--- src/sv/srps_pkg.sv ---
// ----------------------------------------------------------------------------
// srps_pkg
// Shared types and constants for the stepper ramp profile sequencer.
// ----------------------------------------------------------------------------
package srps_pkg;

   localparam int TABLE_DEPTH_DEF = 256;

   localparam int OPCODE_W  = 2;
   localparam int INDEX_W   = 8;
   localparam int PERIOD_W  = 16;
   localparam int TOTAL_W   = 32;
   localparam int COMPARE_W = 15;
   localparam int PHASE_W   = 3;
   localparam int ACCEL_W   = 9;

   localparam int REQ_DATA_W = 56;
   localparam int RSP_DATA_W = 40;

   localparam logic [ACCEL_W-1:0] ACCEL_RESET = 9'd256;

   typedef enum logic [OPCODE_W-1:0] {
      OP_LOAD  = 2'd0,
      OP_START = 2'd1,
      OP_TICK  = 2'd2,
      OP_STOP  = 2'd3
   } op_type;

   typedef enum logic [PHASE_W-1:0] {
      PH_IDLE   = 3'd0,
      PH_ACCEL  = 3'd1,
      PH_CRUISE = 3'd2,
      PH_DECEL  = 3'd3,
      PH_STOP   = 3'd4
   } phase_type;

   typedef struct packed {
      logic      load;
      logic      run;
      phase_type phase;
   } meta_type;

endpackage

--- src/sv/srps_table.sv ---
// ----------------------------------------------------------------------------
// srps_table
// Ramp period table: one write port, one registered read port.
// ----------------------------------------------------------------------------
module srps_table #(
   parameter int TABLE_DEPTH = srps_pkg::TABLE_DEPTH_DEF
) (
   input  logic                                 clock,
   input  logic                                 wr_en,
   input  logic [$clog2(TABLE_DEPTH)-1:0]       wr_addr,
   input  logic [srps_pkg::PERIOD_W-1:0]        wr_data,
   input  logic                                 rd_en,
   input  logic [$clog2(TABLE_DEPTH)-1:0]       rd_addr,
   output logic [srps_pkg::PERIOD_W-1:0]        rd_data
);
   import srps_pkg::*;

   logic [PERIOD_W-1:0] mem_ff [TABLE_DEPTH];
   logic [PERIOD_W-1:0] rd_data_ff;

   always_ff @(posedge clock) begin
      if (wr_en) begin
         mem_ff[wr_addr] <= wr_data;
      end
   end

   always_ff @(posedge clock) begin
      if (rd_en) begin
         rd_data_ff <= mem_ff[rd_addr];
      end
   end

   assign rd_data = rd_data_ff;

endmodule

--- config.mk ---
export PLATFORM = sky130hd
export DESIGN_NAME = srps_table
export DESIGN_NICKNAME = d
export VERILOG_FILES = /design/src/sv/srps_pkg.sv /design/src/sv/srps_table.sv
export SDC_FILE = /design/constraint.sdc
export NUM_CORES = 2
export LEC_CHECK = 0
export BUFFER_PORTS_ARGS = -buffer_cell sky130_fd_sc_hd__buf_4
export CORE_MARGIN = 2
export CORE_UTILIZATION = 55
export DETAILED_ROUTE_END_ITERATION = 12
export PLACE_DENSITY = 0.77
export SLEW_MARGIN = 20
export SYNTH_ARGS = -nofsm -noshare
export SYNTH_HDL_FRONTEND = slang
export SYNTH_SLANG_ARGS = --single-unit
--- constraint.sdc ---
create_clock -name clock -period 3.6 [get_ports clock]
set_input_delay 0.72 -clock clock [delete_from_list [all_inputs] [get_ports clock]]
set_output_delay 0.72 -clock clock [all_outputs]
set_load 0.03 [all_outputs]
# ---- Word-level counts from Yosys, hierarchy flattened
# Memories as Yosys holds them, arrays and structs flattened. A register that Yosys moved wholly into a read port is not among the register bits.
# Index checks and enable logic that the tools add are counted.
dict set report word_totals {
  inputBits 35
  out_inout_bits 16
  mem_bits_rw 4096
  elab_cells 3
  mem_count 1
  reg_bits 0
}
# name depth word_bits rd rd_clocked_by_memory_dff wr line
set mem_list {}
lappend mem_list {mem_ff 256 16 1 1 1 srps_table.sv:18} ;# logic [PERIOD_W-1:0] mem_ff [TABLE_DEPTH];
dict set report classes {
  n_mux 2
}
# cell count
set ops {}
lappend ops {{$mux 1} 2}

# ---- Depth between registers and ports, before layout
dict set report depth {
  word_depth 2
  mapped_depth 12
  mapped_depth_nobuf 6
}

# ---- Worst setup path before layout
# Ideal clock, no wire load.
dict set report synth_timing {
  path_type {input port to flip-flop}
  start {in rd_addr[0]}
  end {reg rd_data_ff[4], in the netlist rd_data[4], read port of mem_ff, data pin}
  path_slack_ns 0.631
  path_buffers 3
  required_time_ns 3.335
  path_stages 8
  arrival_ns 2.704
  setup_time_ns 0.265
  path_cell_list {buf_6 -> buf_6 -> buf_2 -> mux4_2 -> mux4_2 -> a22o_1 -> o32ai_2 -> nor4_2}
}
# item line
set synth_rtl {}
lappend synth_rtl {{start, declared} srps_table.sv:13} ;# input logic [$clog2(TABLE_DEPTH)-1:0] rd_addr,
lappend synth_rtl {{end, declared} srps_table.sv:19} ;# logic [PERIOD_W-1:0] rd_data_ff;

==> summary.md <==
| Metric | Value |
|---|---|
| Worst-path clk slew | roughly 0.060 ns |
| RR Startpoint | mem_ff[27][4] |
| Unrepaired setup endpoints after global routing | no |
| Startpoint types | input pin |
| Post-layout min period | 3.29 ns |
| Routed Antenna Nets | 0 |
| Yosys reg bits | just over 4000 |
| Core area | 0.288 mm2 |
| Final clock skew | 0.0677 ns |
| Worst path cell trace | buf_16, buf_12, buf_12, mux4_2, mux4_2, a22o_1, o32ai_2, buf_4, nor4_2 |
| GRT Total Usage | 0.292 |
| Slew HR | 0.183 |
| Levels on crit path | 9 |
| Buf/Inv on CP | 4 |
| Rows | 197 |
| First-pass GRT wire length | 610 mm |
| Library cells used by synthesis | 51 |
| Root Driver | clkbuf_16 |
| Syn Area/Cell | 21.6 um2 |
| Critical path startpoint | rd_addr[0] |
| RR Endpoint | rd_data[4] |
| # fillers | 17986 |
| Sequential share of the synthesized area | 0.777 |
| FFs w/ async S/R, synth | 0 |
| Most frequent cell after synthesis | edfxtp_1 |
| Reg-to-reg slack, setup | 0.31 ns |
| Clk_lat worst skew | 0.96 ns |
| Worst path top cell family by delay | compound AO/OA/AOI/OAI gates |
| Clock Sinks | 4112 |
| Status | completed |
| Worst Setup EP | rd_data[4] |
| Crit-path max cell delay | approximately 0.80 ns |
| IO Count | between 50 and 60 |
| Data arrival, critical path | 3.93 ns |
| Largest net degree at the start of global routing | 135 |
| Mapped Area | 0.159 mm2 |
| Worst-Margin Slew | 1.21 ns |
| Max-slew violations | 0 |
| Achievable Freq | 304 MHz |
| Pwr dens | about 550 mW/mm2 |
| GPL Wtd Cong | 0.923 |
| Max Cap Viol | 0 |
| R2R depth | 6 |
| Die ar. | 0.293 mm2 |
| Postcts setup bufs | 0 |
| Die X | 541 um |
| CTS tree | yes |
| Hpwl dp | 253 mm |
| Area growth, synth to finish | 14.3% |
| Initial antenna violation count | 34 |
| Yosys warns | 0 |
| H-tree levels | 5 |
| Tcrit/Tclk final | 0.913 |
| Hold Crit Class | input pin to flip-flop |
| Synth top cells by count | edfxtp_1, mux4_2, mux2i_1, nor2_1, o221ai_1 |
| Total wire length | 430 mm |
| Share of Yosys cell area claimed by the top area cell type | 0.777 |
| Dpl cells | 11510 |
| Layout cell share with drive strength beyond 1 | 0.271 |
| Vias in the first global route | roughly 83000 |
| Critical path required time | 4.24 ns |
| Grt total ovfl | 0 |
| Worst vdd ir | 0.000438 V |
| Setup CP Type | input pin to flip-flop |
| Post-Synthesis Cells | between 7000 and 8000 |
| Non-filler cells, final | between 10000 and 15000 |
| Largest fanout on the critical path | 13 |
| IO Port Bufs | 50 |
| Synth area leader | edfxtp_1 |
| Crit path capture type | flip-flop |
| # nets final | 8165 |
| Resized cells post-CTS | 0 |
| Iteration-0 DRC Markers | 13933 |
| DR vias | 83136 |
| Routed len/inst | about 35 um |
| Leakage power total | 0.0585 uW |
| DP Area | ~0.17 mm2 |
| Number of flops mapped to enable cells by yosys | 4112 |
| Most used DFF post-synth | edfxtp_1 |
| Cts hold-fix bufs | 0 |
| Drt drc | 0 |
| Syn_nets | roughly 7400 |
| Die height | 541 um |
| Total power | 99400 uW |
| Worst path slowest cell | o32ai_2 |
| Final setup viols | 0 |
| Bufs on Longest Clock Path | 4 |
| Synth area leaders | edfxtp_1, mux4_2, mux2i_1 |
| Vias/cell | 6.79 |
| Design area | 0.182 mm2 |
| Drt first pass iters | 8 |
| Starting Density | 0.552 |
| Cts bufs inserted | 398 |
| Endpoints failing hold | 0 |
[how the worst min path moves through the flow]
stage	from	endpoint	slack (ns)	depth (start not counted)
6_report	wr_data[0]	mem_ff[252][0]	0.20	1
3_3_place_gp	wr_data[7]	mem_ff[84][7]	1.12	1
3_5_place_dp	wr_data[7]	mem_ff[87][7]	1.13	1
2_1_floorplan	wr_data[0]	mem_ff[0][0]	0.82	0
4_1_cts	wr_data[7]	mem_ff[64][7]	0.19	1
5_1_grt	wr_data[0]	mem_ff[253][0]	0.19	1
[state kept, by name (all words and copies together) (netlist names)]
register,count
rd_data,16
mem_ff,4096
[metrics by stage]
stage / setup slack [ns] / TNS, ns / util / hold slack [ns]
CTS: 0.421 / 0 / 0.631 / 0.188
finish: 0.312 / 0 / 0.632 / 0.201
detailed placement: -0.453 / -3.19 / 0.587 / 1.13
global route: 0.337 / 0 / 0.632 / 0.194
global placement: -0.483 / -2.27 / 0.587 / 1.12
floorplan: 0.631 / 0 / - / 0.819
[placed cells by master (no fill, tap or decap), types with 6 or more instances in the layout]
cell / Yosys / final
clkinv_1: 0 / 96
buf_8: 11 / 17
bufinv_16: 0 / 38
diode_2: 0 / 11
mux2i_1: 565 / 565
nor3_1: 92 / 90
a211oi_1: 18 / 18
nor4_1: 17 / 17
a2111oi_0: 6 / 6
a21oi_1: 175 / 175
buf_4: 26 / 679
clkinv_4: 0 / 7
buf_12: 5 / 122
o221ai_1: 252 / 252
o21ai_0: 37 / 37
clkinv_2: 0 / 68
nand4_1: 26 / 26
o31ai_1: 16 / 16
clkbuf_1: 230 / 76
mux2_2: 88 / 88
nor2b_1: 9 / 9
nand3_2: 0 / 9
a221oi_1: 28 / 28
nand2_1: 38 / 38
mux4_2: 797 / 797
inv_6: 0 / 8
nand3_1: 35 / 26
nor2_1: 304 / 295
a22o_1: 32 / 32
a22oi_1: 43 / 43
nor2_2: 0 / 9
a31oi_1: 6 / 6
clkinvlp_4: 0 / 18
clkbuf_16: 0 / 402
o32ai_1: 20 / 20
and3_1: 11 / 11
o22ai_1: 148 / 148
edfxtp_1: 4112 / 4112
[cell type report]
class                      count  area (um2)  share of cell area
multi-input combinational   2792       32800               0.181
clock inverter               247        2380              0.0131
antenna                       11        27.5            0.000152
sequential                  4112      123000               0.680
tap                         3781        4730              0.0260
inverter                       4        27.5            0.000152
clock buffer                 478       10300              0.0569
timing repair buffer         822        7870              0.0433
[kinds of logic after synthesis]
family,Yosys count,share of synthesized area
buf+inv,456,0.0169
compound gates,786,0.0353
flops,4112,0.777
mux,1450,0.155
simple gates,556,0.0157
[worst reg2reg max path, cell delays in order, from the launching register on]
cell,delay (ns)
edfxtp_1,0.35
mux4_2,0.52
mux4_2,0.57
a22o_1,0.43
o32ai_2,0.81
buf_4,0.26
nor4_2,0.05
[where the power goes]
group          leakage (uW)  internal [uW]  switching [uW]  total (uW)
sequential           0.0370          52800            77.9       52900
clock               0.00618          23300           17800       41100
combinational        0.0153           1970            3460        5430
[routing by layer]
layer	share of wire	up-vias	GRT usage
met1	0.34	42888	0.383
li1	-	32831	-
met4	0.060	20	0.150
met5	0.00031	-	0
met2	0.48	6282	0.459
met3	0.13	1115	0.0703
(Power assumes the default switching activity.)
