$ cat config.mk
export PLATFORM = sky130hd
export DESIGN_NAME = srps_out
export DESIGN_NICKNAME = d
export VERILOG_FILES = /design/src/sv/srps_pkg.sv /design/src/sv/srps_out.sv
export SDC_FILE = /design/constraint.sdc
export NUM_CORES = 1
export LEC_CHECK = 0
export BUFFER_PORTS_ARGS = -buffer_cell sky130_fd_sc_hd__buf_4
export CAP_MARGIN = 10
export CORE_AREA = 5 5 74 76
export CTS_BUF_LIST = sky130_fd_sc_hd__clkbuf_2 sky130_fd_sc_hd__clkbuf_4 sky130_fd_sc_hd__clkbuf_8
export CTS_CLUSTER_SIZE = 25
export DETAILED_ROUTE_END_ITERATION = 16
export DIE_AREA = 0 0 79 81
export PLACE_DENSITY = 0.66
export SLEW_MARGIN = 15
export SYNTH_ARGS = -nofsm -noshare
export SYNTH_HDL_FRONTEND = slang
export SYNTH_SLANG_ARGS = --single-unit
$ cat constraint.sdc
create_clock -name clock -period 1.62 [get_ports clock]
set_input_delay 0.324 -clock clock [delete_from_list [all_inputs] [get_ports clock]]
set_output_delay 0.324 -clock clock [all_outputs]
set_load 0.01 [all_outputs]
$ cat src/sv/srps_pkg.sv
// ----------------------------------------------------------------------------
// srps_pkg
// Shared types and constants for the stepper ramp profile sequencer.
// ----------------------------------------------------------------------------
package srps_pkg;

   localparam int TABLE_DEPTH_DEF = 256;

   localparam int OPCODE_W  = 2;
   localparam int INDEX_W   = 8;
   localparam int PERIOD_W  = 16;
   localparam int TOTAL_W   = 32;
   localparam int COMPARE_W = 15;
   localparam int PHASE_W   = 3;
   localparam int ACCEL_W   = 9;

   localparam int REQ_DATA_W = 56;
   localparam int RSP_DATA_W = 40;

   localparam logic [ACCEL_W-1:0] ACCEL_RESET = 9'd256;

   typedef enum logic [OPCODE_W-1:0] {
      OP_LOAD  = 2'd0,
      OP_START = 2'd1,
      OP_TICK  = 2'd2,
      OP_STOP  = 2'd3
   } op_type;

   typedef enum logic [PHASE_W-1:0] {
      PH_IDLE   = 3'd0,
      PH_ACCEL  = 3'd1,
      PH_CRUISE = 3'd2,
      PH_DECEL  = 3'd3,
      PH_STOP   = 3'd4
   } phase_type;

   typedef struct packed {
      logic      load;
      logic      run;
      phase_type phase;
   } meta_type;

endpackage

$ cat src/sv/srps_out.sv
// ----------------------------------------------------------------------------
// srps_out
// Result stage: merges the table read with the held period and registers
// the result beat.
// ----------------------------------------------------------------------------
module srps_out (
   input  logic                                 clock,
   input  logic                                 reset,
   input  logic                                 accept,
   input  srps_pkg::meta_type                   meta,
   input  logic [srps_pkg::PERIOD_W-1:0]        rd_data,
   output logic                                 stage_ready,
   output logic                                 rsp_tvalid,
   input  logic                                 rsp_tready,
   output logic [srps_pkg::RSP_DATA_W-1:0]      rsp_tdata
);
   import srps_pkg::*;

   logic                  s1_valid_ff, s1_valid_in;
   meta_type              meta_ff;
   logic [PERIOD_W-1:0]   period_ff;
   logic [PERIOD_W-1:0]   period_now;
   logic                  rsp_valid_ff, rsp_valid_in;
   logic [RSP_DATA_W-1:0] rsp_data_ff, rsp_data_in;
   logic                  advance;

   assign advance     = !rsp_valid_ff || rsp_tready;
   assign stage_ready = !s1_valid_ff || advance;
   assign period_now  = meta_ff.load ? rd_data : period_ff;

   always_comb begin
      s1_valid_in  = s1_valid_ff;
      rsp_valid_in = rsp_valid_ff;
      if (accept) begin
         s1_valid_in = 1'b1;
      end else if (advance) begin
         s1_valid_in = 1'b0;
      end
      if (advance) begin
         rsp_valid_in = s1_valid_ff;
      end
      rsp_data_in = {(RSP_DATA_W - PERIOD_W - COMPARE_W - 1 - PHASE_W)'(0),
                     meta_ff.phase, meta_ff.run,
                     period_now[PERIOD_W-1:1], period_now};
   end

   always_ff @(posedge clock) begin
      if (reset) begin
         s1_valid_ff  <= 1'b0;
         rsp_valid_ff <= 1'b0;
         period_ff    <= '0;
      end else begin
         s1_valid_ff  <= s1_valid_in;
         rsp_valid_ff <= rsp_valid_in;
         if (advance && s1_valid_ff) begin
            period_ff <= period_now;
         end
      end
   end

   always_ff @(posedge clock) begin
      if (accept) begin
         meta_ff <= meta;
      end
      if (advance && s1_valid_ff) begin
         rsp_data_ff <= rsp_data_in;
      end
   end

   assign rsp_tvalid = rsp_valid_ff;
   assign rsp_tdata  = rsp_data_ff;

endmodule

======== Word level (Yosys, flattened, before mapping) ========
Cells that the tools add are included.
storage, ports and cells
  bits in registers ....................... 58
  bits of input ports ..................... 25
  output and inout bits ................... 42
  word-level logic and storage cells ...... 16
operators by class
  mux-type cells .......................... 3
  reductions and logical operators ........ 6
operators by type and width
  cell                number
  two-way mux 16 bit  1
  zero test 1 bit     2
  logical OR 1 bit    2
  two-way mux 1 bit   2
  nonzero test 2 bit  1
  logical AND 1 bit   1

======== Depth between registers and ports, before layout ========
Gate-level depths: netlist of the first run.
  depth after elaboration ................. 4
  mapped depth ............................ 5
  gate-level depth less buffers ........... 3

======== Worst setup path after synthesis of the first run ========
OpenSTA, ideal clock, no wires.
  path type ............................... input to register
  start ................................... input port rsp_tready
  end ..................................... register rsp_data_ff[0] (netlist: rsp_tdata[0]) (enable)
  setup time .............................. 0.378 ns
  arrival time ............................ 1.291 ns
  required time ........................... 1.242 ns
  slack ................................... -0.049 ns
  stages .................................. 4
  path buffers ............................ 2
  cells stage by stage .................... nand2b_1 buf_4 buf_2 and2_1
between the ends
  cells in the longest elaborated chain, start to end .. 2
ends and longest elaborated chain
  what                  RTL line        RTL
  from (decl)           srps_out.sv:14  input logic rsp_tready,
  logical OR 1 bit      srps_out.sv:27  assign advance = !rsp_valid_ff || rsp_tready;
  logical AND 1 bit     srps_out.sv:65  if (advance && s1_valid_ff) begin
  to (signal assigned)  srps_out.sv:66  rsp_data_ff <= rsp_data_in;
  to (decl)             srps_out.sv:24  logic [RSP_DATA_W-1:0] rsp_data_ff, rsp_data_in;
No other way between the ends.
A chain may end at the register's enable or synchronous reset.

======== Worst setup path in the final report of the first run ========
  start ................................... register rsp_valid_ff (netlist: rsp_tvalid)
  end ..................................... output port stage_ready
between the ends
  cells in the longest elaborated chain, start to end .. 3
ends and longest elaborated chain
  what                    RTL line        RTL
  from (decl)             srps_out.sv:23  logic rsp_valid_ff, rsp_valid_in;
  from (signal assigned)  srps_out.sv:54  rsp_valid_ff <= rsp_valid_in;
  zero test 1 bit         srps_out.sv:27
  logical OR 1 bit        srps_out.sv:27
  logical OR 1 bit        srps_out.sv:28  assign stage_ready = !s1_valid_ff || advance;
  to (decl)               srps_out.sv:12  output logic stage_ready,
No other way between the ends.

==> results of run 1 <==
==> logic make-up (layout without fill, tap and decap cells) <==
kind of cell / after synthesis / in the layout
buffers and inverters: 27 / 72
multiplexers: 16 / 16
AO/OA/AOI/OAI: 18 / 18
AND/OR/NAND/NOR: 8 / 8
other: 1 / 5
flip-flops: 43 / 43
==> flip-flops by register name, summed over array words and instances (netlist names) <==
name / flops
rsp_tvalid: 1
meta_ff: 5
rsp_tdata: 20
s1_valid_ff: 1
period_ff: 16
==> cell usage after synthesis <==
| cell | instances | area share |
|---|---|---|
| buf_12 | 1 | 0.011 |
| buf_6 | 1 | 0.0064 |
| buf_2 | 1 | 0.0028 |
| edfxtp_1 | 25 | 0.42 |
| nor2b_1 | 2 | 0.0071 |
| a32o_1 | 16 | 0.091 |
| and2_1 | 1 | 0.0035 |
| mux2_4 | 10 | 0.085 |
| a21oi_4 | 1 | 0.0092 |
| nor2_1 | 3 | 0.0064 |
| conb_1 | 1 | 0.0021 |
| dfxtp_1 | 18 | 0.20 |
| nand2b_1 | 1 | 0.0035 |
| mux2_2 | 6 | 0.038 |
| clkbuf_2 | 1 | 0.0028 |
| nand2_1 | 1 | 0.0021 |
| buf_4 | 23 | 0.098 |
| a21oi_1 | 1 | 0.0028 |
==> layout by cell type (no fill, tap or decap), drive strengths merged <==
cell type	n
buf	64
a32o	16
mux2	16
nand2	1
clkbuf	7
dfxtp	18
clkinv	1
and2	1
conb	5
edfxtp	25
a21oi	2
nor2	3
nand2b	1
nor2b	2
==> timing repair <==
| action | 4_1_cts | 5_1_grt |
|---|---|---|
| hold buffers | 0 | 0 |
| endpoints found under the setup margin | 0 | 16 |
| gates resized for setup | 0 | 1 |
==> metal layers <==
metal	vias up	track usage	wire, um
met5	-	0	0
met4	0	0.05155	63
met3	8	0.04435	292
met2	46	0.1877	1756
met1	502	0.1112	1247
li1	494	-	-
==> final cells by class <==
type | count | area [um^2] | area share
Multi-Input combinational cell | 47 | 461.7 | 0.2078
Sequential cell | 43 | 1111 | 0.5000
Clock inverter | 1 | 5.005 | 0.002252
Clock buffer | 7 | 83.83 | 0.03773
Timing Repair Buffer | 64 | 493.0 | 0.2218
Tap cell | 54 | 67.56 | 0.03041
==> final timing paths <==
path	startpoint	end	slack, ps	depth (start not counted)
min	meta[2]	meta_ff[2]	210	1
max reg2reg	rsp_tvalid	rsp_tdata[18]	290	2
min reg2reg	meta_ff[1]	rsp_tdata[33]	420	0
max	rsp_tvalid	stage_ready	190	3
==> critical path, cell delays in order (launching register included) <==
cell	delay (ps)
dfxtp_1	360
nor2b_1	230
nand2_1	80
buf_4	140
==> per-stage QoR <==
step	hold slack, ps	TNS, ps
6_report	206.8	0
5_1_grt	188.6	0
4_1_cts	192.8	0
3_5_place_dp	406.6	-491.7
3_3_place_gp	409.2	0
2_1_floorplan	396.4	0
==> power by group through the flow <==
stage | Sequential, mW | Combinational [mW] | Clock [mW]
2_1_floorplan | 1.28 | 0.179 | 0
3_3_place_gp | 1.27 | 0.289 | 0
3_5_place_dp | 1.27 | 0.297 | 0
4_1_cts | 1.25 | 0.298 | 0.698
5_1_grt | 1.25 | 0.315 | 0.747
6_report | 1.25 | 0.295 | 0.668
==> metrics.cfg, run 1 <==
[status]
run_status = completed

[yosys]
ys_seq_elements = 43
synth-simple-area-share = 0.02265
ys_seq_area_frac = 0.6285
synthMuxAreaShare = 0.1231
syn_inst = 113
syn_avg_cell_area_um2 = 15.65
synthAdderAreaFrac = 0
yosysWarnings = 0
synthDistinctLibCells = 18
post_synth_instance_area_mm2 = 0.001768
synth_xor_area_frac = 0
synth_top_family_by_area = multiplexers
synth_compound_area_frac = 0.1026

[timing]
post-route-period-util = 0.8822
skew_ps = 5.344
min_period_ps = 1429
fin_ws_ps = 190.8
finalHoldViolations = 0
drv_slew = 0
slew_headroom = 0.5839
max_freq_mhz = 699.7
rsz0062_at_grt = no
finalSetupViolations = 0
tightest_slew_ps = 621.4

[grt]
grt.overflow.total = 0
antenna_found_initial = 0
grt_pass1_vias = 1098
grt_max_degree = 21
gr-usage-all-layers = 0.1070
grt_pass1_wl_um = 5147

[die]
die_h_um = 81
rows = 25
core_mm2 = 0.004661
dieArea_mm2 = 0.006399
die_w_um = 79
io_pins = 67
initial_utilization = 0.3793

[placement]
port_buffers = 61
dp_cells = 208
dpl_cell_area_mm2 = 0.002131
hpwl_um = 2527
dp_slack_ps = -57.89
place.gp.congestion = 0.6963

[pwr]
seqPwrFrac = 0.564
p_per_area_mw_per_mm2 = 994.5
clockPowerShare = 0.302
peakVddDrop_v = 0.0004137
fin_total_pwr_mw = 2.210
netSwitchingFraction = 0.2207
comb_power_share = 0.133
p_int_mw = 1.722
leakage_nw = 0.9259
switching_power_mw = 0.4878

[cells_and_area]
instances_no_fill = 216
drive_above_1_share = 0.5617
design_area_mm2 = 0.002222
utilization = 0.4768
nets = 186
num-fill-cells = 418
syn_to_final_growth_pct = 25.69
n_antenna_cell = 0

[drt]
drtPass1Iterations = 4
drt_iter0_drc = 62
via_count = 1050
routed_wirelength_um = 3359
wire_per_inst_um = 15.55
vias_per_cell = 4.861
ant_nets = 0
drc_errors = 0

[critical_path]
end_kind = output pin
crit_arrival_ps = 1110
worst-setup-path-type = flip-flop to output pin
cp_max_fo = 3
start_kind = flip-flop
critical_path_required_ps = 1300

[clocking]
cts_buffer_depth = 2
cts_tree = yes
post_cts_buffers = 0
clkSlewWorstSetupHoldPaths_ps = 70
h-tree-depth = 2
cts_root_buf = clkbuf_8
cts.sinks = 43
clk_latency_ps = 290
cts_buffers = 5

[min_path]
hold_path_class = input pin to flip-flop

[run]
cap_violations = 0

(Power assumes the default switching activity.)
==> run 2, diff against run 1 <==
Settings changed: CORE_AREA 5 5 74 76 to 2 2 71 73, CTS_CLUSTER_DIAMETER from default to 30, DIE_AREA 0 0 79 81 to 0 0 73 75, PLACE_DENSITY 0.66 to default.
Clock period 1.62 ns to 1.8 ns, I/O delays scaled along.
==> run 2 against run 1 <==
Effect of this change:
- critical path depth unchanged
- clock-buffer cell count decreased by 2
- utilization increased by 0.27 points
- global-route usage grew 0.89 points
- largest cell class unchanged
- register-to-register slack improved by 100 ps
- clock skew about the same
- critical endpoint unchanged
- largest power group unchanged
- via count down 0.38%
- worst setup slack gained 140 ps
- sequential share of layout area decreased by 0.28 points
- power decreased by 5.1%
- critical path type unchanged
- sequential power is 10% lower
- wire length decreased by 6.5%
==> metrics.cfg, run 2 (synthesized netlist as in run 1, its figures left out) <==
[critical_path]
critical_path.cell_chain = nor2b_1, nand2_1, buf_4
critPathSlowestCell = dfxtp_1
start_kind = flip-flop
end_kind = output pin
cp_max_fo = 3
crit_arrival_ps = 1110
worst-setup-path-type = flip-flop to output pin
critPathMaxStageDelay_ps = 360
critical_path_required_ps = 1440

[clocking]
cts_hold_buf = 0
clk_latency_ps = 290
post_cts_resized = 0
cts_tree = yes
cts_buffer_depth = 2
h-tree-depth = 2
cts_buffers = 5
post_cts_buffers = 0
clkSlewWorstSetupHoldPaths_ps = 80
cts.sinks = 43
cts_root_buf = clkbuf_8

[grt]
antenna_found_initial = 0
grt.overflow.total = 0
grt_pass1_vias = 1003
gr-usage-all-layers = 0.1159
grt_pass1_wl_um = 4616
grt_max_degree = 21

[timing]
slew_headroom = 0.5312
tightest_slew_ps = 700.1
skew_ps = 4.999
rsz0062_at_grt = no
setup-tns-final_ps = 0
min_period_ps = 1471
fin_ws_ps = 329.4
post-route-period-util = 0.8170
finalSetupViolations = 0
max_freq_mhz = 680.0
finalHoldViolations = 0
drv_slew = 0

[die]
initial_utilization = 0.3793
die_w_um = 73
dieArea_mm2 = 0.005475
core_mm2 = 0.004661
die_h_um = 75
rows = 25
io_pins = 67

[cells_and_area]
largest_register_ffs = 20
instances_no_fill = 217
num-fill-cells = 425
multi_input_area_um2 = 460.4
syn_to_final_growth_pct = 26.40
utilization = 0.4795
seq_area_mm2 = 0.001111
nets = 187
final_cell_mix = 65 x buf_4, 25 x edfxtp_1, 18 x dfxtp_1
drive_above_1_share = 0.5521
n_antenna_cell = 0
mostFrequentLayoutCell = buf_4

[drt]
via_count = 1046
ant_nets = 0
vias_per_cell = 4.820
routed_wirelength_um = 3140
drc_errors = 0
drt_iter0_drc = 80
wire_per_inst_um = 14.47
drtPass1Iterations = 3

[pwr]
fin_total_pwr_mw = 2.096
peakVddDrop_v = 0.0003909
leakage_nw = 0.9313
p_per_area_mw_per_mm2 = 938.0

[placement]
dp_cells = 209
dp_slack_ps = 101.1
port_buffers = 61
place.gp.congestion = 0.6807
hpwl_um = 2331

[min_path]
hold_path_class = input pin to flip-flop

[run]
cap_violations = 0

[status]
run_status = completed

-- run 2: cell count changes in the layout (fill, tap and decap cells not counted) --
cell	change
buf_4	+2
clkbuf_4	-2
and2_1	+1
and2_2	-1
buf_12	-1
bufinv_16	+1
clkinv_1	+1
-- run 2: final cells by class --
| type | count | share of cell area |
|---|---|---|
| repair buffers | 65 | 0.2184 |
| clock inverters | 3 | 0.01736 |
| flip-flops and latches | 43 | 0.4972 |
| clock buffers | 5 | 0.03080 |
| well taps | 54 | 0.03024 |
| multi-input cells | 47 | 0.2060 |
-- run 2: final timing paths --
| check | endpoint | slack, ps | cells after the start | start |
|---|---|---|---|---|
| worst max-delay path | stage_ready | 330 | 3 | rsp_tvalid |
| worst min-delay path | meta_ff[4] | 240 | 1 | meta[4] |
| worst max register to register | period_ff[4] | 390 | 2 | s1_valid_ff |
| worst min register to register | rsp_tdata[31] | 430 | 0 | meta_ff[3] |
-- run 2: per-layer routing --
layer / GRT usage / part of all wire
met5: 0 / 0
met4: 0.06173 / 0.016
met3: 0.03213 / 0.058
met2: 0.1962 / 0.52
met1: 0.1343 / 0.41
-- run 2: report_power, final --
group	leakage (nW)	internal, mW	switching (mW)
Combinational	0.489	0.144	0.113
Sequential	0.386	1.10	0.0236
Clock	0.0556	0.406	0.310
Total	0.931	1.65	0.447
-- run 2: stage by stage --
stage | area, um^2 | hold slack (ps)
6_report | 2235 | 240.3
5_1_grt | 2235 | 232.1
4_1_cts | 2232 | 233.2
3_5_place_dp | 2125 | 409.8
3_3_place_gp | 2125 | 411.7
2_1_floorplan | 1783 | 400.3
-- run 2: worst max-delay path, delay by kind of cell (launching register included) --
family        cells  cell delay [ps]
simple gates      2              310
flops             1              360
buf+inv           1              150
