===== src/sv/srps_pkg.sv =====
// ----------------------------------------------------------------------------
// srps_pkg
// Shared types and constants for the stepper ramp profile sequencer.
// ----------------------------------------------------------------------------
package srps_pkg;

   localparam int TABLE_DEPTH_DEF = 256;

   localparam int OPCODE_W  = 2;
   localparam int INDEX_W   = 8;
   localparam int PERIOD_W  = 16;
   localparam int TOTAL_W   = 32;
   localparam int COMPARE_W = 15;
   localparam int PHASE_W   = 3;
   localparam int ACCEL_W   = 9;

   localparam int REQ_DATA_W = 56;
   localparam int RSP_DATA_W = 40;

   localparam logic [ACCEL_W-1:0] ACCEL_RESET = 9'd256;

   typedef enum logic [OPCODE_W-1:0] {
      OP_LOAD  = 2'd0,
      OP_START = 2'd1,
      OP_TICK  = 2'd2,
      OP_STOP  = 2'd3
   } op_type;

   typedef enum logic [PHASE_W-1:0] {
      PH_IDLE   = 3'd0,
      PH_ACCEL  = 3'd1,
      PH_CRUISE = 3'd2,
      PH_DECEL  = 3'd3,
      PH_STOP   = 3'd4
   } phase_type;

   typedef struct packed {
      logic      load;
      logic      run;
      phase_type phase;
   } meta_type;

endpackage


===== src/sv/srps_ctrl.sv =====
// ----------------------------------------------------------------------------
// srps_ctrl
// Motion state machine: decodes each beat, advances the ramp position and
// issues table reads and writes.
// ----------------------------------------------------------------------------
module srps_ctrl #(
   parameter int TABLE_DEPTH = srps_pkg::TABLE_DEPTH_DEF
) (
   input  logic                                 clock,
   input  logic                                 reset,
   input  logic                                 accept,
   input  logic [srps_pkg::OPCODE_W-1:0]        opcode,
   input  logic [srps_pkg::INDEX_W-1:0]         entry_index,
   input  logic [srps_pkg::PERIOD_W-1:0]        entry_period,
   input  logic [srps_pkg::TOTAL_W-1:0]         pulse_total,
   input  logic                                 csr_write,
   input  logic [srps_pkg::ACCEL_W-1:0]         csr_value,
   output logic                                 wr_en,
   output logic [$clog2(TABLE_DEPTH)-1:0]       wr_addr,
   output logic [srps_pkg::PERIOD_W-1:0]        wr_data,
   output logic                                 rd_en,
   output logic [$clog2(TABLE_DEPTH)-1:0]       rd_addr,
   output srps_pkg::meta_type                   meta
);
   import srps_pkg::*;

   localparam int AW = $clog2(TABLE_DEPTH);
   localparam int SW = $clog2(TABLE_DEPTH + 1) + 1;
   localparam logic signed [SW-1:0] DEPTH_S = SW'(TABLE_DEPTH);

   phase_type               phase_ff, phase_in;
   logic signed [SW-1:0]    step_ff, step_in;
   logic signed [SW-1:0]    limit_ff, limit_in;
   logic [TOTAL_W-1:0]      done_ff, done_in;
   logic [TOTAL_W-1:0]      target_ff, target_in;
   logic                    run_ff, run_in;
   logic [ACCEL_W-1:0]      accel_ff, accel_in;

   logic [TOTAL_W-1:0]      done_inc;
   logic [TOTAL_W-1:0]      step_ext;
   logic [TOTAL_W-1:0]      left;
   logic signed [SW-1:0]    rd_pos;
   logic                    load;

   always_ff @(posedge clock) begin
      if (reset) begin
         phase_ff  <= PH_IDLE;
         step_ff   <= '0;
         limit_ff  <= DEPTH_S;
         done_ff   <= '0;
         target_ff <= '0;
         run_ff    <= 1'b0;
         accel_ff  <= ACCEL_RESET;
      end else begin
         phase_ff  <= phase_in;
         step_ff   <= step_in;
         limit_ff  <= limit_in;
         done_ff   <= done_in;
         target_ff <= target_in;
         run_ff    <= run_in;
         accel_ff  <= accel_in;
      end
   end

   assign done_inc = (done_ff != '1) ? done_ff + TOTAL_W'(1) : done_ff;
   assign step_ext = TOTAL_W'(step_ff);
   assign left     = (target_ff > step_ext) ? target_ff - step_ext : '0;

   always_comb begin
      phase_in  = phase_ff;
      step_in   = step_ff;
      limit_in  = limit_ff;
      done_in   = done_ff;
      target_in = target_ff;
      run_in    = run_ff;
      accel_in  = csr_write ? csr_value : accel_ff;
      load      = 1'b0;
      rd_pos    = step_ff;
      wr_en     = 1'b0;
      if (accept) begin
         unique case (op_type'(opcode))
            OP_LOAD: begin
               wr_en = (int'(entry_index) < TABLE_DEPTH);
            end
            OP_START: begin
               if (accel_ff == '0) begin
                  limit_in = SW'(1);
               end else if (int'(accel_ff) > TABLE_DEPTH) begin
                  limit_in = DEPTH_S;
               end else begin
                  limit_in = SW'(accel_ff);
               end
               done_in   = '0;
               target_in = pulse_total;
               step_in   = '0;
               phase_in  = PH_ACCEL;
               run_in    = 1'b1;
               load      = 1'b1;
               rd_pos    = '0;
            end
            OP_TICK: begin
               if (run_ff) begin
                  done_in = done_inc;
                  unique case (phase_ff)
                     PH_ACCEL: begin
                        if (step_ff < limit_ff) begin
                           load    = 1'b1;
                           step_in = step_ff + SW'(1);
                        end else begin
                           phase_in = PH_CRUISE;
                           step_in  = step_ff - SW'(1);
                        end
                     end
                     PH_CRUISE: begin
                        if (done_inc >= left) begin
                           phase_in = PH_DECEL;
                        end
                     end
                     PH_DECEL: begin
                        if (!step_ff[SW-1]) begin
                           load    = 1'b1;
                           step_in = step_ff - SW'(1);
                        end
                     end
                     PH_STOP: begin
                        if (!step_ff[SW-1] && step_ff != '0) begin
                           load    = 1'b1;
                           step_in = step_ff - SW'(1);
                        end else begin
                           run_in   = 1'b0;
                           phase_in = PH_IDLE;
                        end
                     end
                     default: begin
                     end
                  endcase
               end
            end
            OP_STOP: begin
               if (phase_ff != PH_IDLE) begin
                  phase_in = PH_STOP;
               end
            end
         endcase
      end
   end

   // read position clamped to the last entry
   always_comb begin
      if (rd_pos >= DEPTH_S) begin
         rd_addr = AW'(TABLE_DEPTH - 1);
      end else begin
         rd_addr = AW'(rd_pos);
      end
   end

   assign rd_en      = load;
   assign wr_addr    = AW'(entry_index);
   assign wr_data    = entry_period;
   assign meta.load  = load;
   assign meta.run   = run_in;
   assign meta.phase = phase_in;

endmodule


===== config.mk =====
export PLATFORM = sky130hd
export DESIGN_NAME = srps_ctrl
export DESIGN_NICKNAME = d
export VERILOG_FILES = /design/src/sv/srps_pkg.sv /design/src/sv/srps_ctrl.sv
export SDC_FILE = /design/constraint.sdc
export NUM_CORES = 1
export LEC_CHECK = 0
export BUFFER_PORTS_ARGS = -buffer_cell sky130_fd_sc_hd__clkbuf_2
export CAP_MARGIN = 20
export CORE_MARGIN = 3
export CORE_UTILIZATION = 53
export CTS_BUF_LIST = sky130_fd_sc_hd__clkbuf_4 sky130_fd_sc_hd__clkbuf_8 sky130_fd_sc_hd__clkbuf_16
export CTS_CLUSTER_DIAMETER = 80
export DETAILED_ROUTE_END_ITERATION = 7
export PLACE_DENSITY = 0.77
export SYNTH_ARGS = -nofsm -noshare
export SYNTH_HDL_FRONTEND = slang
export SYNTH_SLANG_ARGS = --single-unit

===== constraint.sdc =====
create_clock -name clock -period 4.4 [get_ports clock]
set_input_delay 0.22 -clock clock [delete_from_list [all_inputs] [get_ports clock]]
set_output_delay 0.22 -clock clock [all_outputs]
set_load 0.02 [all_outputs]

-- Word level (Yosys, flattened, before mapping)
Index checks and enable logic that the tools add are counted.
W data, S select, Z words.
- muxes and demuxes: 36
- reductions and logical operators: 11
- order comparisons: 5
- eq/ne operators: 12
- add/sub/neg operators: 4
- operators with widths (operator ; count):
    $mux W32 ; 3
    $pmux W32 S2 ; 1
    $mux W10 ; 6
    $add A32 B1 Y32 const B ; 1
    $ge A32 B32 Y1 ; 1
    $gt A32 B32 Y1 ; 1
    $ne A32 B32 Y1 const B ; 1
    $sub A32 B32 Y32 ; 1
    $pmux W10 S3 ; 1
    $pmux W10 S2 ; 1
    $mux W3 ; 6
    $mux W9 ; 2
    $pmux W3 S3 ; 2
    $add A10 B2 Y10 const B ; 1
    $ge A10 B10 Y1 const B ; 1
    $lt A10 B10 Y1 ; 1
    $mux W1 ; 10
    $reduce_bool A10 Y1 ; 1
    $sub A10 B2 Y10 const B ; 1
    $gt A9 B9 Y1 const B ; 1
    $logic_not A9 Y1 ; 1
    $mux W8 ; 1
    $eq A3 B2 Y1 const B ; 2
    $ne A3 B3 Y1 const B ; 2
    other kinds (17) ; 19
- input port bits: 71
- register bits after elaboration: 97
- logic and storage cells: 76
- output and inout port bits: 39

-- Logic depth before layout (Yosys ltp)
Gate-level depths: netlist (run 1).
- depth after elaboration: 8
- depth in mapped cells: 22
- mapped depth without buffers: 21

-- Least setup slack after synthesis (run 1)
Ideal clock, no wire load.
- kind: reg2reg
- start point: register step_ff[9]
- end point: register phase_ff[0]
- clock period less this slack: 4734 ps
- required time: 4272 ps
- arrival time: 4606 ps
- cell stages (with the launch flop): 21
- buffers on the path: 1
- setup time: 128 ps
- slack: -334 ps
- path through: dfxtp_1 -> buf_2 -> inv_1 -> ha_1 -> and4_1 -> a221o_1 -> a31oi_1 -> o211a_1 -> nor3_1 -> o211ai_1 -> a21oi_2 -> nor2b_1 -> ha_1 -> nand2b_1 -> a21o_1 -> a211oi_1 -> o31ai_1 -> a221oi_1 -> nor3_1 -> o32a_1 -> nor2b_1
- RTL lines (element ; line ; source):
    from (decl) ; srps_ctrl.sv:32 ; logic signed [SW-1:0] step_ff, step_in;
    from (signal assigned) ; srps_ctrl.sv:56 ; step_ff <= step_in;
    to (signal assigned) ; srps_ctrl.sv:55 ; phase_ff <= phase_in;
    to (decl) ; srps_ctrl.sv:31 ; phase_type phase_ff, phase_in;

==> results of run 1 <==
[layer usage]
layer  up-vias  GRT usage [%]  part of all wire, %
li1       3918              -                    -
met1      3692           35.1                   47
met2       242           39.0                   46
met3        43           4.03                  5.2
met4         0           7.10                  2.0
met5         -              0                    0
[worst paths after layout]
kind | from | endpoint | slack (ps) | cells after the start
hold / removal | csr_value[8] | accel_ff[8] | 70 | 2
hold reg to reg | limit_ff[2] | limit_ff[2] | 450 | 2
setup reg to reg | step_ff[9] | phase_ff[0] | 20 | 22
setup / recovery | step_ff[9] | meta[0] | -460 | 22
[critical path, stage by stage, from the launching register on]
cell and delay, ps:
dfxtp_2 350, clkinvlp_4 190, buf_6 180, ha_4 260, o21ai_0 70, a22oi_1 280
nand2_1 130, o211a_1 260, nor3_2 180, o211ai_1 140, a21oi_2 200, buf_6 160
buf_12 110, nand2_4 50, ha_4 220, a21o_1 170, a21o_1 200, a21oi_2 180
o31ai_2 100, a221oi_2 280, nor3_2 70, o32a_1 340, clkbuf_8 170
[layout make-up]
type                    count  area, µm²
repair buffers            138        945
well taps                 184        230
clock inverters             6       61.3
inverters                  39        150
flip-flops and latches     96       1920
fillers                  1310       5380
clock buffers              10        233
multi-input cells         863       5720
[sequential cells by signal (all words and copies together) (netlist names)]
| name | cells |
|---|---|
| accel_ff | 9 |
| done_ff | 32 |
| limit_ff | 9 |
| phase_ff | 3 |
| run_ff | 1 |
| step_ff | 10 |
| target_ff | 32 |
[kinds of logic after synthesis]
group | count (synthesis) | share of synthesized area (%)
muxes | 22 | 2.84
xor gates and xnor gates | 54 | 6.03
adders and majority gates | 82 | 13.0
AOI/OAI and AO/OA | 275 | 21.6
buffers and inverters | 111 | 6.60
DFF | 96 | 24.1
and+or+nand+nor | 430 | 25.8
[repair_timing]
item | CTS | global route
gates resized for setup | 11 | 27
buffers inserted | 3 | 7
setup endpoints to repair | 2 | 2
pin swaps | 4 | 11
hold endpoints to repair | 0 | 0
cloned | 0 | 2
[power by group through the flow]
stage | clock network, µW | logic (µW) | registers [µW]
final | 790 | 775 | 898
after global routing | 829 | 853 | 900
after CTS | 797 | 668 | 898
after detailed placement | 0 | 637 | 918
after global placement | 0 | 624 | 917
after floorplan | 0 | 493 | 913
[metrics by stage]
stage / total power, µW / std cells
floorplan: 1410 / 1070
global placement: 1540 / 1308
detailed placement: 1560 / 1308
CTS: 2360 / 1327
global route: 2580 / 1336
finish: 2460 / 1336
[cells in the final DEF (no fill, tap or decap), types with 10 or more instances in the layout]
cell type / n
a21o_1: 25
a21oi_1: 96
a31oi_1: 18
and3_1: 12
buf_4: 69
clkbuf_16: 10
clkbuf_2: 60
dfxtp_1: 95
ha_1: 74
inv_1: 37
mux2i_1: 20
nand2_1: 179
nand3_1: 29
nand4_1: 19
nor2_1: 91
nor2b_1: 13
nor3_1: 14
o21ai_0: 53
xnor2_1: 32
xor2_1: 21
==> summary.txt, run 1 <==
Place
  • Placed cell area: approximately 0.0087 mm²
  • IO buf count: between 60 and 70
  • Pre-CTS setup slack: -126 ps
  • Dpl hpwl: roughly 16 mm
  • GP Congestion: 0.953

Yosys
  • Post-synth ARST share: 0%
  • Area contributors post-synth: dfxtp_1, ha_1, nand2_1
  • Count leader, synth: nand2_1
  • Commonest cells post-synth: nand2_1, a21oi_1, dfxtp_1
  • EDFF count, synth: 0
  • Yosys reg bits: 96
  • Avg Cell Area, Syn: 7.45 µm²
  • Mapped Nets: around 1,200
  • Synth top area share: 24.1%
  • Fraction of the yosys area taken by sequential cells: roughly a quarter
  • Mapped cell area: between 0.007 and 0.008 mm²
  • Prevailing post-synth register cell: dfxtp_1
  • Cells after Synth: about 1,100
  • Yosys cell types: 75
  • Top cell type by total area after synthesis: dfxtp_1
  • Synth warn: 0

STA
  • Fmax: about 210 MHz
  • Pins Over Slew Limit: 0
  • Worst Hold Slack: ~66 ps
  • Setup Skew: about 8 ps
  • Post-route setup slack: -457 ps
  • Worst Max-Slew Pin Slew: 870 ps
  • RSZ-0062 raised after global routing: true
  • Slew margin rel.: a little over two fifths
  • Final setup fails: 1
  • TNS Setup: -457 ps
  • Fin crit period: roughly 4900 ps
  • Final Hold Viols: 0
  • Tcrit/Tclk final: 110%

GRT
  • Gr ovfl total: 0
  • GR Util All Layers: between 20% and 30%
  • Largest net degree at the start of global routing: 70
  • Via count of the first global-routing pass: approximately 7,000
  • First-pass GRT wire length: 34.0 mm
  • Initial antenna violation count: 0

Clock tree
  • CTS sink cnt: 96
  • Clk buf depth: 2
  • Clock root buffer: clkbuf_16
  • Clk pin slew, worst setup/hold paths: around 70 ps
  • Worst-skew pair later-pin latency: approximately 360 ps
  • Post-CTS Hold Buffers: 0
  • CTS tree: yes
  • Total CTS buffers: 9
  • H-tree depth: 3

Pwr
  • Combinational group share of total power: 31.5%
  • Switching share of power: between 30% and 40%
  • Maximum vdd drop: 0.239 mV
  • Seq pwr share: about 36%
  • Switching Power: 797 µW
  • Clock power share: between 30 and 40%
  • PwrDens: 266 mW/mm²
  • Internal power: ~1700 µW
  • Leak Pwr: 0.00404 µW

Routing
  • Avg WL per Cell: between 15 and 20 µm
  • Vias: between 7,000 and 8,000
  • Vias per inst: 5.91
  • Post-Route WL: ~21 mm
  • Initial DRC count: slightly below 700
  • DRC: 0
  • Post-route ant nets: 0
  • Pre-antenna DRT Iters: 7

Floorplan
  • IO Count: 110
  • Starting Density: between 50% and 60%
  • Die height: 129 µm
  • Core box area: 0.0146 mm²
  • Die area: ~0.017 mm²
  • Die X: roughly 130 µm
  • Row cnt: between 40 and 50

Worst setup path
  • Arr. time, crit path: 4640 ps
  • CP max FO: 6
  • Crit Path Category: flop to primary output
  • Critical Path Sink Type: primary output
  • Worst setup SP type: flop
  • Crit path required time: between 4000 and 5000 ps

Run
  • Max Cap Viol: 0

Cells and area
  • Final Core Density: about 63%
  • Final Instance Area: slightly above 0.009 mm²
  • Area Overhead vs Synth: 16.2%
  • NumNets Final: approximately 1,300
  • Diode count: 0
  • Share of cells above drive strength 1: ~18%

Outcome
  • Status: finished with violations
  • Failing checks: setup timing

Worst hold path
  • Hold/Removal Path Class: input port to flop
No activity file was read; power rests on OpenSTA's default activity.
==> run 2: changes to the inputs <==
--- a/config.mk
+++ b/config.mk
@@ -5,14 +5,15 @@
 export SDC_FILE = /design/constraint.sdc
 export NUM_CORES = 1
 export LEC_CHECK = 0
+export ABC_AREA = 1
 export BUFFER_PORTS_ARGS = -buffer_cell sky130_fd_sc_hd__clkbuf_2
 export CAP_MARGIN = 20
 export CORE_MARGIN = 3
-export CORE_UTILIZATION = 53
+export CORE_UTILIZATION = 54
 export CTS_BUF_LIST = sky130_fd_sc_hd__clkbuf_4 sky130_fd_sc_hd__clkbuf_8 sky130_fd_sc_hd__clkbuf_16
 export CTS_CLUSTER_DIAMETER = 80
 export DETAILED_ROUTE_END_ITERATION = 7
-export PLACE_DENSITY = 0.77
+export PLACE_DENSITY = 0.78
 export SYNTH_ARGS = -nofsm -noshare
 export SYNTH_HDL_FRONTEND = slang
 export SYNTH_SLANG_ARGS = --single-unit
==> run 2 against run 1 <==
Effect of this change:
- the run now ends clean
- clock skew fell by 2.0 ps
- die area increased by 1.2%
- fmax rose by 16%
==> summary.txt, run 2 <==
Outcome
  • Status: completed

Yosys
  • Prevailing post-synth register cell: dfxtp_1
  • EDFF count, synth: 0 (unchanged)
  • Avg Cell Area, Syn: 6.44 µm² (-13%)
  • Synth warn: 0 (unchanged)
  • Top cell type by total area after synthesis: dfxtp_1
  • Synth top area share: 23.4% (-0.73 points)
  • Fraction of the yosys area taken by sequential cells: 23.4% (-0.73 points)
  • Count leader, synth: nand2_1
  • Yosys reg bits: 96 (unchanged)
  • Area contributors post-synth: dfxtp_1, nand2_1, ha_1
  • Mapped Nets: 1,428 (+17%)
  • Commonest cells post-synth: nand2_1, nor2_1, a21oi_1
  • Cells after Synth: 1,275 (+19%)
  • Post-synth ARST share: 0% (unchanged)
  • Mapped cell area: 0.00822 mm² (+3.1%)
  • Yosys cell types: 48 (-36%)

Pwr
  • Leak Pwr: 0.00447 µW (+11%)
  • Total power: 2650 µW (+7.5%)
  • Clock power share: 29.6% (-2.5 points)
  • Internal power: 1680 µW (+0.69%)
  • Seq pwr share: 34.4% (-2.0 points)
  • Switching share of power: 36.7% (+4.3 points)
  • Combinational group share of total power: 35.9% (+4.4 points)
  • Switching Power: 971 µW (+22%)
  • PwrDens: 274 mW/mm² (+3.0%)
  • Maximum vdd drop: 0.224 mV (-6.2%)

Place
  • GP Congestion: 0.953 (unchanged)
  • Dpl hpwl: 16.3 mm (+5.1%)
  • Pre-CTS setup slack: 71.3 ps (+197 ps)
  • Placed cell area: 0.00857 mm² (-1.7%)
  • IO buf count: 61 (unchanged)

STA
  • Pins Over Slew Limit: 0 (unchanged)
  • Fin crit period: 4200 ps (-653 ps)
  • Worst Max-Slew Pin Slew: 1070 ps (+201 ps)
  • Setup Skew: 6.21 ps (-2.01 ps)
  • Post-route setup slack: 196 ps (+653 ps)
  • Final Hold Viols: 0 (unchanged)
  • TNS Setup: 0 ps (+457 ps)
  • Worst Hold Slack: 68.6 ps (+2.34 ps)
  • Fmax: 238 MHz (+16%)
  • Slew margin rel.: 28.6% (-13 points)
  • Final setup fails: 0 (-1)
  • Tcrit/Tclk final: 95.5% (-15 points)

Routing
  • DRC: 0 (unchanged)
  • Wire length on met2: 10.4 mm (+8.1%)
  • Initial DRC count: 824 (+20%)
  • Vias per inst: 5.70 (-3.5%)
  • WL met3: 1.54 mm (+39%)
  • DR top layer: met4
  • Post-Route WL: 23.1 mm (+9.7%)
  • Met1 wire length: 10.4 mm (+5.4%)
  • Post-route ant nets: 0 (unchanged)
  • Pre-antenna DRT Iters: 5 (-2)
  • Avg WL per Cell: 15.1 µm (-3.9%)
  • Vias: 8,695 (+10%)

Worst setup path
  • Arr. time, crit path: 3980 ps (-660 ps)
  • CP max FO: 7 (+1)
  • Critical Path Sink Type: primary output
  • Crit Path Category: flop to primary output
  • Crit path required time: 4180 ps (about the same)
  • Worst setup SP type: flop

Floorplan
  • Row cnt: 44 (unchanged)
  • Die height: 129 µm (+0.58%)
  • Starting Density: 55.9% (+1.5 points)
  • IO Count: 110 (unchanged)
  • Die X: 129 µm (+0.58%)
  • Die area: 0.0167 mm² (+1.2%)
  • Core box area: 0.0147 mm² (+0.38%)

Cells and area
  • Commonest cells after routing, fill and taps aside: nand2_1, nor2_1, a21oi_1
  • Biggest regs: done_ff x32, target_ff x32, step_ff x10
  • NumNets Final: 1,489 (+15%)
  • Share of cells above drive strength 1: 18.2% (-0.29 points)
  • Area Overhead vs Synth: 17.7%
  • Diode count: 0 (unchanged)
  • Final Instance Area: 0.00967 mm² (+4.4%)
  • Most common cell after layout, fill and taps aside: nand2_1

GRT
  • Largest net degree at the start of global routing: 50 (-29%)
  • Initial antenna violation count: 0 (unchanged)
  • Via count of the first global-routing pass: 7,658 (+7.8%)
  • Gr ovfl total: 0 (unchanged)
  • GR Util All Layers: 25.5% (+0.73 points)
  • First-pass GRT wire length: 35.1 mm (+3.2%)

Clock tree
  • H-tree depth: 3 (unchanged)
  • Total CTS buffers: 9 (unchanged)
  • Clock root buffer: clkbuf_16
  • Worst-skew pair later-pin latency: 360 ps (about the same)
  • CTS sink cnt: 96 (unchanged)
  • Clk pin slew, worst setup/hold paths: 70 ps (about the same)
  • Clk buf depth: 2 (unchanged)
  • CTS tree: yes

Worst hold path
  • Hold/Removal Path Class: input port to flop

Run
  • Max Cap Viol: 0 (unchanged)
-- run 2: changes by cell type in the layout (fill, tap and decap cells not counted), sizes merged, moves of 19 or more --
cell | before | now
a21o | 25 | 5
a21oi | 102 | 128
buf | 76 | 46
inv | 40 | 117
mux2i | 20 | 0
nand2 | 181 | 328
nand3 | 31 | 50
nor2 | 95 | 167
xnor2 | 33 | 14
-- run 2: cells by family after synthesis --
family                   synth area share [%]
adder cells (fa/ha/maj)                  12.6
flip-flops                               23.4
AO/OA/AOI/OAI                            17.1
AND/OR/NAND/NOR                          31.9
XOR/XNOR                                 5.44
buffers and inverters                    9.61
-- run 2: path summary, 6_finish.rpt --
kind,end,cells after the start,slack (ps),start
hold reg to reg,limit_ff[4],2,460,accel_ff[4]
setup reg to reg,phase_ff[0],27,770,step_ff[9]
hold / removal,accel_ff[8],3,70,csr_value[8]
setup / recovery,meta[0],26,200,step_ff[9]
-- run 2: metrics by stage --
stage,util [%],std cells
5_1_grt,65.8,1525
4_1_cts,60.9,1504
2_1_floorplan,-,1275
3_5_place_dp,58.3,1483
6_report,65.8,1525
3_3_place_gp,58.3,1483
-- run 2: cell type report --
class,instances,area [µm²]
Clock inverter,6,61.3
Fill cell,1290,5030
Inverter,114,435
Tap cell,184,230
Multi-Input combinational cell,1007,6040
Timing Repair Buffer,108,723
Clock buffer,10,233
Sequential cell,96,1940
-- run 2: power groups by stage --
stage | clock network (µW) | logic (µW) | registers [µW]
floorplan | 0 | 628 | 925
CTS | 796 | 807 | 910
global placement | 0 | 751 | 929
global route | 837 | 1060 | 915
finish | 785 | 952 | 912
detailed placement | 0 | 770 | 930
-- run 2: repair_timing --
item	in CTS	in global routing
gates cloned	0	3
pin swaps	2	25
setup endpoints to repair	1	1
gates resized for setup	13	123
buffers inserted	5	18
hold buffers	0	0
-- run 2: metal layers --
layer	vias to the layer above	GRT usage [%]
met1	3930	35.6
li1	4336	-
met5	-	0
met2	365	40.6
met4	0	7.47
met3	64	4.20
-- run 2: critical path: stages (launching register included) --
cell and delay (ps):
dfxtp_4 380, inv_8 60, buf_12 140, ha_1 310, buf_4 180, a21oi_2 160, inv_1 80, a31oi_2 210
o21ai_1 110, a21boi_1 260, nand2_1 90, nand2_1 70, nand3_2 70, ha_1 270, nand2_1 60, nor2_2 130
nand4_1 170, nor4_2 260, nand2_1 90, nand2_2 90, nand2_1 50, nand2_1 60, nand2_1 50, nand2_1 60
nand2_2 60, inv_2 50, buf_6 100
==> run 3: changes to the inputs <==
--- a/config.mk
+++ b/config.mk
@@ -8,6 +8,7 @@
 export ABC_AREA = 1
 export BUFFER_PORTS_ARGS = -buffer_cell sky130_fd_sc_hd__clkbuf_2
 export CAP_MARGIN = 20
+export CORE_ASPECT_RATIO = 1.4
 export CORE_MARGIN = 3
 export CORE_UTILIZATION = 54
 export CTS_BUF_LIST = sky130_fd_sc_hd__clkbuf_4 sky130_fd_sc_hd__clkbuf_8 sky130_fd_sc_hd__clkbuf_16
==> run 3 against run 2 <==
Effect of this change:
- core utilization grew 3.1 points
- register-to-register slack got worse by 290 ps
- fmax down 4.3%
- sequential cell count stayed put
- clock skew rose by 13 ps
- routed wire length up 12%
- largest cell class unchanged
==> summary.txt, run 3 (same netlist as run 2, synthesis figures left out) <==
Outcome
  • Status: completed

Clock tree
  • CTS sink cnt: 96 (unchanged)
  • Clk pin slew, worst setup/hold paths: 80 ps (about the same)
  • CTS tree: yes
  • Clock root buffer: clkbuf_16
  • Clk buf depth: 2 (unchanged)
  • Total CTS buffers: 9 (unchanged)
  • H-tree depth: 3 (unchanged)
  • Worst-skew pair later-pin latency: 380 ps (+20 ps)

Pwr
  • Maximum vdd drop: 0.320 mV (+42%)
  • Total power: 2910 µW (+9.8%)
  • Leak Pwr: 0.00459 µW (+2.7%)
  • PwrDens: 287 mW/mm² (+4.8%)

Worst hold path
  • Hold/Removal Path Class: input port to flop

GRT
  • First-pass GRT wire length: 37.9 mm (+7.8%)
  • Initial antenna violation count: 0 (unchanged)
  • Via count of the first global-routing pass: 8,277 (+8.1%)
  • GR Util All Layers: 28.0% (+2.5 points)
  • Largest net degree at the start of global routing: 49 (-2.0%)
  • Gr ovfl total: 0 (unchanged)

Floorplan
  • Die height: 152 µm (+17%)
  • Starting Density: 55.9% (about the same)
  • Die area: 0.0168 mm² (+0.12%)
  • Core box area: 0.0147 mm² (about the same)
  • IO Count: 110 (unchanged)
  • Row cnt: 52 (+18%)
  • Die X: 110 µm (-15%)

Cells and area
  • Commonest cells after routing, fill and taps aside: nand2_1, nor2_1, a21oi_1
  • Diode count: 0 (unchanged)
  • NumNets Final: 1,505 (+1.1%)
  • Area Overhead vs Synth: 23.2%
  • Most common cell after layout, fill and taps aside: nand2_1
  • Final std cells w/o fill: 1,546 (+1.4%)
  • Biggest regs: done_ff x32, target_ff x32, step_ff x10
  • Share of cells above drive strength 1: 22.5% (+4.4 points)

Place
  • IO buf count: 61 (unchanged)
  • Dpl hpwl: 18.3 mm (+12%)
  • Post-Place Cells: 1,499 (+1.1%)
  • GP Congestion: 0.958 (+0.52%)

Worst setup path
  • Crit Path Category: flop to primary output
  • Critical Path, Cell by Cell: inv_2 > buf_12 > ha_4 > buf_4 > nand2_1 > nor2_1 > nand4_1 > or2_2 > nand3b_1 > nand3_1 > ha_1 > nand2_1 > nor2_4 > nand4_1 > nor4_4 > nand2_1 > nand2_2 > nand2_1 > nand2_1 > nand2_1 > nand2_1 > nand2_2 > inv_2 > buf_6
  • Crit path required time: 4180 ps (about the same)
  • Critical Path Sink Type: primary output
  • Arr. time, crit path: 4170 ps (+190 ps)
  • CP dominant cell by count: nand2_1
  • CP max FO: 15 (+8)
  • Worst setup SP type: flop
  • Worst path slowest cell: dfxtp_2
  • CP max stage delay: 360 ps (-20 ps)

STA
  • Fmax: 228 MHz (-4.3%)
  • Fin crit period: 4390 ps (+191 ps)
  • TNS Setup: 0 ps (unchanged)
  • Pins Over Slew Limit: 0 (unchanged)
  • Final Hold Viols: 0 (unchanged)
  • Worst Hold Slack: 67.5 ps (-1.03 ps)
  • Slew margin rel.: 54.0% (+25 points)
  • Tcrit/Tclk final: 99.9% (+4.3 points)
  • Final setup fails: 0 (unchanged)
  • Setup Skew: 18.8 ps (+12.6 ps)
  • Worst Max-Slew Pin Slew: 683 ps (-389 ps)

Run
  • Max Cap Viol: 0 (unchanged)

Routing
  • Post-route ant nets: 0 (unchanged)
  • Post-Route WL: 26.0 mm (+12%)
  • Vias per inst: 5.78 (+1.3%)
  • Vias: 8,933 (+2.7%)
  • DRC: 0 (unchanged)
  • Avg WL per Cell: 16.8 µm (+11%)
  • Initial DRC count: 677 (-18%)
  • Pre-antenna DRT Iters: 6 (+1)
## run 3: area by class of cell
class	count	area, µm²
multi-input cells	1008	6340
inverters	114	432
flip-flops and latches	96	1940
fillers	1263	4580
clock buffers	9	225
clock inverters	7	91.3
well taps	189	236
repair buffers	123	861
## run 3: final timing paths
kind / start / end / cells past startpoint / slack [ps]
max: step_ff[9] / meta[0] / 24 / 6
min: csr_value[3] / accel_ff[3] / 3 / 70
max reg2reg: step_ff[9] / phase_ff[0] / 24 / 480
min reg2reg: limit_ff[2] / limit_ff[2] / 2 / 470
## run 3: worst max-delay path: cells and delay by family, from the launching register on
kind	cells	cell delay, ps
buffers and inverters	5	530
and+or+nand+nor	17	2280
DFF	1	360
adders and majority gates	2	600
## run 3: power breakdown
group | leakage (µW) | total, µW | internal (µW) | switching (µW)
clock network | 0.000152 | 846 | 413 | 433
logic | 0.00365 | 1150 | 473 | 676
registers | 0.000784 | 914 | 892 | 21.4
total | 0.00459 | 2910 | 1780 | 1130
## run 3: per-layer routing
layer / vias to the layer above / part of all wire, % / GRT usage, %
met4: 0 / 6.3 / 16.7
met3: 130 / 5.1 / 3.14
met1: 4064 / 38 / 31.8
li1: 4358 / - / -
met2: 381 / 51 / 49.0
met5: - / 0 / 0
## run 3: what timing repair did
item                                    CTS  global route
gates resized for setup                  15           167
hold buffers                              0             0
gates cloned                              1             4
setup buffers                             4            22
pin swaps                                 1            47
endpoints found under the setup margin    1             1
## run 3: stage by stage
stage	instance area (µm²)	setup WS (ps)	util [%]
2_1_floorplan	8220	713	-
3_3_place_gp	8650	154	58.9
3_5_place_dp	8650	31.6	58.9
4_1_cts	9090	3.41	61.8
5_1_grt	10100	-213	68.8
6_report	10100	5.50	68.8
